[config.mk]
export PLATFORM = sky130hd
export DESIGN_NAME = twfr_front
export DESIGN_NICKNAME = d
export VERILOG_FILES = /design/src/hw/rtl/twfr_pkg.sv /design/src/hw/rtl/twfr_front.sv
export SDC_FILE = /design/constraint.sdc
export NUM_CORES = 1
export LEC_CHECK = 0
export ABC_CLOCK_PERIOD_IN_PS = 3100
export BUFFER_PORTS_ARGS = -buffer_cell sky130_fd_sc_hd__buf_2
export CAP_MARGIN = 20
export CORE_UTILIZATION = 23
export CTS_BUF_LIST = sky130_fd_sc_hd__clkbuf_8
export DETAILED_ROUTE_END_ITERATION = 8
export PLACE_DENSITY = 0.38
export SLEW_MARGIN = 20
export SYNTH_ARGS = -nofsm -noshare
export SYNTH_HDL_FRONTEND = slang
export SYNTH_SLANG_ARGS = --single-unit
[constraint.sdc]
create_clock -name clk -period 3.1 [get_ports clk]
set_input_delay 0.775 -clock clk [delete_from_list [all_inputs] [get_ports clk]]
set_output_delay 0.775 -clock clk [all_outputs]
set_load 0.01 [all_outputs]
[src/hw/rtl/twfr_pkg.sv]
// Shared types and constants for the two-window frequency replacement core.
package twfr_pkg;

    localparam int ID_W    = 16;
    localparam int COUNT_W = 16;
    localparam int CFG_W   = 7;
    localparam logic [COUNT_W-1:0] COUNT_MAX = '1;
    localparam logic [CFG_W-1:0]   BLOCKS_RESET = 7'd64;

    typedef enum logic [1:0] {
        CMD_READ       = 2'd0,
        CMD_WRITE      = 2'd1,
        CMD_WINDOW_END = 2'd2,
        CMD_FIND       = 2'd3
    } cmd_t;

    typedef struct packed {
        cmd_t            cmd;
        logic [ID_W-1:0] file_id;
        logic [ID_W-1:0] seg_id;
    } job_t;

    typedef struct packed {
        logic [COUNT_W-1:0] prev;
        logic [COUNT_W-1:0] cur;
        logic [ID_W-1:0]    seg_id;
        logic [ID_W-1:0]    file_id;
    } entry_t;

endpackage

[src/hw/rtl/twfr_front.sv]
// Front end: accept input beats, classify them and queue them for the back end.
module twfr_front
    import twfr_pkg::*;
(
    input  logic        clk,
    input  logic        rst_n,
    input  logic        s_tvalid,
    output logic        s_tready,
    input  logic [31:0] s_tdata,
    input  logic [1:0]  s_tuser,
    output logic        job_valid,
    input  logic        job_pop,
    output job_t        job
);

    job_t       q_reg [2];
    logic       wr_ptr_reg, wr_ptr_next;
    logic       rd_ptr_reg, rd_ptr_next;
    logic [1:0] count_reg, count_next;
    logic       push, pop;
    job_t       in_job;

    always_comb
    begin
        in_job.cmd     = cmd_t'(s_tuser);
        in_job.file_id = s_tdata[ID_W-1:0];
        in_job.seg_id  = s_tdata[2*ID_W-1:ID_W];
    end

    assign s_tready  = (count_reg != 2'd2);
    assign job_valid = (count_reg != 2'd0);
    assign job       = q_reg[rd_ptr_reg];
    assign push      = s_tvalid && s_tready;
    assign pop       = job_pop && job_valid;

    always_comb
    begin
        wr_ptr_next = push ? ~wr_ptr_reg : wr_ptr_reg;
        rd_ptr_next = pop ? ~rd_ptr_reg : rd_ptr_reg;
        count_next  = count_reg + {1'b0, push} - {1'b0, pop};
    end

    always_ff @(posedge clk)
    begin
        if (push)
        begin
            q_reg[wr_ptr_reg] <= in_job;
        end
    end

    always_ff @(posedge clk or negedge rst_n)
    begin
        if (!rst_n)
        begin
            wr_ptr_reg <= 1'b0;
            rd_ptr_reg <= 1'b0;
            count_reg  <= 2'd0;
        end
        else
        begin
            wr_ptr_reg <= wr_ptr_next;
            rd_ptr_reg <= rd_ptr_next;
            count_reg  <= count_next;
        end
    end

endmodule

==> flow_metrics.env, run 1 <==
export IMPL_r2r_end="count_reg[1]"
export IMPL_antenna_found_initial=1
export IMPL_antenna_left=0
export IMPL_die_h_um=111.9
export IMPL_p_per_area_nw_per_um2=912.5
export IMPL_vias=1380
export IMPL_synthArstFlopShare_pct=5.556
export IMPL_post_cts_setup_buffers=0
export IMPL_slew_violations=0
export IMPL_crit_type="flip-flop to output pin"
export IMPL_period_needed_ns=2.367
export IMPL_clock_path_buffers=2
export IMPL_yosys_warnings=0
export IMPL_worstMarginPinSlew_ns=0.5575
export IMPL_synth_area_per_cell_um2=22.58
export IMPL_synth_top_area_share_pct=73.51
export IMPL_grt_setup_unrepaired="false"
export IMPL_die_area_um2=12520
export IMPL_drive_above_1_share_pct=61.79
export IMPL_first_iter_violations=30
export IMPL_hold_buffers=0
export IMPL_vdd_ir_drop_max_v=0.0004022
export IMPL_seq_power_share_pct=43.9
export IMPL_p_int_mw=2.254
export IMPL_grt_pass1_vias=1458
export IMPL_cts_htree_levels=3
export IMPL_r2r_cells=7
export IMPL_syn_nets=163
export IMPL_r2r_slack_ns=1.42
export IMPL_leakage_nw=1.391
export IMPL_post_route_period_util_pct=76.35
export IMPL_yosys_top_cells_count="edfxtp_1, mux2_4, mux2_2"
export IMPL_yosysMostFrequentCell="edfxtp_1"
export IMPL_portBuffers=73
export IMPL_rows=39
export IMPL_via_per_inst=3.887
export IMPL_finalSetupTns_ns=0
export IMPL_maxCapViolCount=0
export IMPL_global_route_overflow_total=0
export IMPL_setup_viol_count_final=0
export IMPL_ys_flop_type="edfxtp_1"
export IMPL_synth_yosys_seq_area_share_pct=77.12
export IMPL_cts_root_buffer="clkbuf_8"
export IMPL_routed_wl_mm=5.105
export IMPL_pwr_share_comb_pct=34.0
export IMPL_worstPathMaxFanout=19
export IMPL_start_util_pct=23.92
export IMPL_wire_per_inst_um=14.38
export IMPL_hold_viol_final=0
export IMPL_coreArea_um2=11610
export IMPL_power_net_switching_uw=948.8
export IMPL_crit_required_ns=2.32
export IMPL_clock_skew_ns=0.005873
export IMPL_synthesis_area_um2=2778
export IMPL_clockPowerShare_pct=22.1
export IMPL_cp_start_kind="flip-flop"
export IMPL_end_kind="output pin"
export IMPL_hold_path_class="input port to async pin"
export IMPL_status="complete, but fails checks"
export IMPL_grt_max_degree=30
export IMPL_cts_sinks=72
export IMPL_syn2layout_area_growth_pct=26.35
export IMPL_remaining_drc_errors=4
export IMPL_violations="design-rule violations"
export IMPL_cts_buffers=9
export IMPL_cts_resized=0
export IMPL_final_cells=355
export IMPL_path_clk_slew_ns=0.07
export IMPL_post_dp_hpwl_mm=3.458
export IMPL_grt_use_total_pct=8.900
export IMPL_synth_seq_cells=72
export IMPL_antenna_cells=0
export IMPL_placed_cells=340
export IMPL_p_sw_share_pct=29.63
export IMPL_chipWidth_um=111.9
export IMPL_nets=248
export IMPL_boundaryPins=74
export IMPL_largest_reg_flops=68
export IMPL_drt_pass1_iterations=6
export IMPL_tritoncts="done"
export IMPL_clock_latency_ns=0.34
export IMPL_synth_edff_count=68
export IMPL_synth_top_area_cell="edfxtp_1"
export IMPL_fmax_mhz=422.5
export IMPL_arrival_ns=1.59
export IMPL_routabilityCongestion=0.6357
export IMPL_ys_top_cells_by_area="edfxtp_1, mux2_4, dfrtp_1, mux2_2, buf_6"
export IMPL_r2r_start="count_reg[1]"
export IMPL_synth_cells=123
export IMPL_slew_headroom_pct=62.83
export IMPL_grt_pass1_wl_mm=7.914
export IMPL_yosysUniqueCellTypes=15
power groups by stage:
| stage | combinational, mW | clock [mW] | sequential [mW] |
|---|---|---|---|
| 2_1_floorplan | 0.790 | 0 | 1.41 |
| 4_1_cts | 1.14 | 0.741 | 1.41 |
| 5_1_grt | 1.19 | 0.780 | 1.42 |
| 3_3_place_gp | 1.13 | 0 | 1.43 |
| 6_report | 1.09 | 0.707 | 1.41 |
| 3_5_place_dp | 1.13 | 0 | 1.43 |
how the worst max path moves through the flow:
stage / start / endpoint / slack [ns] / cells after the start
after global placement: s_tvalid / q_reg[0][21] / 1.08 / 4
after global routing: rd_ptr_reg / job[1] / 0.63 / 3
after detailed placement: s_tvalid / q_reg[1][19] / 1.06 / 3
after CTS: rd_ptr_reg / job[0] / 0.68 / 3
final: rd_ptr_reg / job[1] / 0.73 / 3
after floorplan: s_tvalid / q_reg[0][0] / 0.37 / 2
final cells by class:
| type | count | area, um2 |
|---|---|---|
| Timing Repair Buffer | 78 | 402.9 |
| Clock inverter | 6 | 61.31 |
| Fill cell | 1188 | 8104 |
| Sequential cell | 72 | 2143 |
| Clock buffer | 9 | 123.9 |
| Tap cell | 143 | 178.9 |
| Inverter | 1 | 3.754 |
| Multi-Input combinational cell | 46 | 595.6 |
through the flow:
stage               total power [mW]  hold slack [ns]  instance area [um2]  setup slack [ns]  utilization, %
CTS                            3.286           0.2084                 3510            0.6781           30.22
floorplan                      2.198           0.4608                 2778            0.3667               -
detailed placement             2.562           0.5010                 3324             1.060           28.63
global route                   3.397           0.1973                 3510            0.6340           30.22
finish                         3.203           0.2253                 3510            0.7330           30.22
global placement               2.554           0.4842                 3324             1.079           28.63
routing by layer:
layer | global-route usage [%] | vias to the layer above | share of wire, %
met1 | 11.03 | 658 | 46
met3 | 4.518 | 14 | 8.2
met5 | 0 | - | 0.39
li1 | - | 645 | -
met2 | 12.84 | 61 | 43
met4 | 4.144 | 2 | 1.8
cells by family (layout without fill, tap and decap cells):
| logic type | count (synthesis) | in the layout | synth area share, % |
|---|---|---|---|
| multiplexers | 34 | 34 | 17.70 |
| adder cells (fa/ha/maj) | 2 | 2 | 0.9008 |
| XOR/XNOR | 4 | 4 | 1.261 |
| AND/OR/NAND/NOR | 6 | 6 | 1.261 |
| flip-flops | 72 | 72 | 77.12 |
| buffers and inverters | 5 | 94 | 1.757 |
cell usage in the layout, fill, tap and decap left out, drive strengths merged:
master and count:
inv 1, and2 1, xor2 1, clkbuf 9
ha 2, clkinvlp 1, or2 1, mux2 34
clkinv 4, buf 78, nand2b 1, bufinv 1
nand2 1, dfrtp 4, nor2 1, edfxtp 68
xnor2 3, and3 1
critical path, cell delays in order (launching register included):
cell and delay (ns):
dfrtp_2 0.40, buf_4 0.34, mux2_2 0.37, buf_2 0.14
(Power assumes the default switching activity.)
==> run 2: changes to the inputs <==
Settings changed: ABC_AREA from default to 1, ABC_CLOCK_PERIOD_IN_PS 3100 to 2300.
Clock period 3.1 ns to 2.3 ns, I/O delays scaled along.
==> flow_metrics.env, run 2 <==
export IMPL_status="complete, but fails checks"
export IMPL_violations="design-rule violations"
export IMPL_cts_resized=0
export IMPL_synth_seq_cells=72
export IMPL_rows=39
export IMPL_remaining_drc_errors=5
export IMPL_largest_reg_flops=68
export IMPL_grt_pass1_wl_mm=8.300
export IMPL_yosys_warnings=0
export IMPL_worstMarginPinSlew_ns=0.2596
export IMPL_leakage_nw=1.513
export IMPL_synthesis_area_um2=2764
export IMPL_p_per_area_nw_per_um2=1259
export IMPL_critPathTopFamily="flip-flops"
export IMPL_path_buf_inv=2
export IMPL_grt_max_degree=36
export IMPL_die_h_um=111.6
export IMPL_grt_use_total_pct=9.184
export IMPL_coreArea_um2=11560
export IMPL_antenna_left=0
export IMPL_hold_buffers=0
export IMPL_antenna_cells=0
export IMPL_cp_start_kind="flip-flop"
export IMPL_hold_viol_final=0
export IMPL_slew_violations=0
export IMPL_synth_top_area_share_pct=73.88
export IMPL_grt_pass1_vias=1645
export IMPL_post_cts_setup_buffers=0
export IMPL_clock_skew_ns=0.006726
export IMPL_start_util_pct=23.90
export IMPL_antenna_found_initial=0
export IMPL_cp_cell_sequence="buf_4 > nand2_1 > nand2_1 > buf_2"
export IMPL_nets=330
export IMPL_busiest_layer="met2"
export IMPL_synth_area_per_cell_um2=13.22
export IMPL_fmax_mhz=506.3
export IMPL_vias=1671
export IMPL_synth_yosys_seq_area_share_pct=77.50
export IMPL_synth_cells=209
export IMPL_yosysMostFrequentCell="nand2_1"
export IMPL_synth_edff_count=68
export IMPL_die_area_um2=12460
export IMPL_arrival_ns=1.40
export IMPL_end_kind="output pin"
export IMPL_cp_slowest_stage_delay_ns=0.46
export IMPL_tritoncts="done"
export IMPL_portBuffers=73
export IMPL_ys_flop_type="edfxtp_1"
export IMPL_hold_path_class="input port to async pin"
export IMPL_final_common_cell="nand2_1"
export IMPL_finalSetupTns_ns=0
export IMPL_final_fill_count=1169
export IMPL_maxCapViolCount=0
export IMPL_syn2layout_area_growth_pct=26.62
export IMPL_crit_required_ns=1.73
export IMPL_crit_slowest_cell="dfrtp_1"
export IMPL_grt_setup_unrepaired="false"
export IMPL_wire_per_inst_um=12.48
export IMPL_r2r_start="count_reg[0]"
export IMPL_clock_latency_ns=0.34
export IMPL_boundaryPins=74
export IMPL_cp_depth=4
export IMPL_post_route_period_util_pct=85.87
export IMPL_drive_above_1_share_pct=35.03
export IMPL_setup_viol_count_final=0
export IMPL_yosysUniqueCellTypes=12
export IMPL_synth_top_area_cell="edfxtp_1"
export IMPL_global_route_overflow_total=0
export IMPL_yosys_top_cells_count="nand2_1, edfxtp_1, nand2_2"
export IMPL_final_cell_mix="nand2_1, buf_2, edfxtp_1"
export IMPL_routed_wl_mm=5.455
export IMPL_crit_top_cell="nand2_1"
export IMPL_vdd_ir_drop_max_v=0.0003680
export IMPL_grtUsageMet3_pct=3.702
export IMPL_drt_pass1_iterations=6
export IMPL_via_per_inst=3.824
export IMPL_first_iter_violations=49
export IMPL_syn_nets=249
export IMPL_slew_headroom_pct=82.69
export IMPL_cts_root_buffer="clkbuf_8"
export IMPL_period_needed_ns=1.975
export IMPL_r2r_slack_ns=0.89
export IMPL_worstPathMaxFanout=20
export IMPL_crit_type="flip-flop to output pin"
export IMPL_chipWidth_um=111.6
export IMPL_cts_buffers=9
export IMPL_clock_path_buffers=2
export IMPL_fin_total_pwr_mw=4.407
export IMPL_cts_sinks=72
export IMPL_use_met2_pct=14.45
export IMPL_path_clk_slew_ns=0.07
export IMPL_cts_htree_levels=3
export IMPL_r2r_cells=9
export IMPL_synthArstFlopShare_pct=5.556
export IMPL_routabilityCongestion=0.6172
export IMPL_post_dp_hpwl_mm=3.308
export IMPL_ys_top_cells_by_area="edfxtp_1, nand2_1, dfrtp_1, nand2_2, buf_6"
export IMPL_grtUsageMet1_pct=10.74
export IMPL_r2r_end="count_reg[1]"
## run 2: stage by stage
step | instance area, um2 | setup slack [ns] | util [%] | hold slack, ns | instances
floorplan | 2766 | 0.3361 | - | 0.2794 | 209
global placement | 3291 | 0.6645 | 28.45 | 0.3978 | 422
detailed placement | 3291 | 0.6522 | 28.45 | 0.3918 | 422
CTS | 3500 | 0.2668 | 30.26 | 0.01675 | 437
global route | 3500 | 0.2061 | 30.26 | 0.01209 | 437
finish | 3500 | 0.3249 | 30.26 | 0.03754 | 437
## run 2: power breakdown
part	leakage [nW]	internal [mW]	switching, mW
registers	0.681	1.79	0.0852
clock network	0.103	0.601	0.457
logic	0.730	0.507	0.969
## run 2: how the worst max path moves through the flow
stage	startpoint	to	slack (ns)
floorplan	s_tvalid	q_reg[1][0]	0.34
detailed placement	rd_ptr_reg	job[1]	0.65
global route	rd_ptr_reg	job[1]	0.21
CTS	rd_ptr_reg	job[1]	0.27
global placement	rd_ptr_reg	job[1]	0.66
finish	rd_ptr_reg	job[1]	0.32
## run 2: worst reg2reg max path: stages, from the launching register on
cell and delay, ns:
dfrtp_1 0.38, inv_1 0.08, nand2_1 0.08, nand2_1 0.16, ha_1 0.26, inv_1 0.05
ha_1 0.15, inv_1 0.04, nand2_1 0.06, nand2_1 0.04
## run 2: kinds of logic (layout without fill, tap and decap cells)
group	after synthesis	count (layout)	share of synthesized area (%)
and+or+nand+nor	119	119	17.20
adders and majority gates	2	2	0.9052
DFF	72	72	77.50
buffers and inverters	16	101	4.391
## run 2: routing by layer
metal	wire, um	vias to the layer above	part of all wire (%)
met5	0	-	0
met4	65	0	1.2
met3	399	7	7.3
met2	2629	53	48
met1	2361	757	43
li1	-	854	-
## run 2: final cells by class
| class | count | area (um2) | area share [%] |
|---|---|---|---|
| clock buffer | 9 | 123.9 | 3.540 |
| clock inverter | 6 | 85.08 | 2.431 |
| inverter | 9 | 41.29 | 1.180 |
| multi-input combinational | 121 | 508.0 | 14.52 |
| sequential | 72 | 2142 | 61.21 |
| tap | 143 | 178.9 | 5.113 |
| timing repair buffer | 77 | 420.4 | 12.01 |
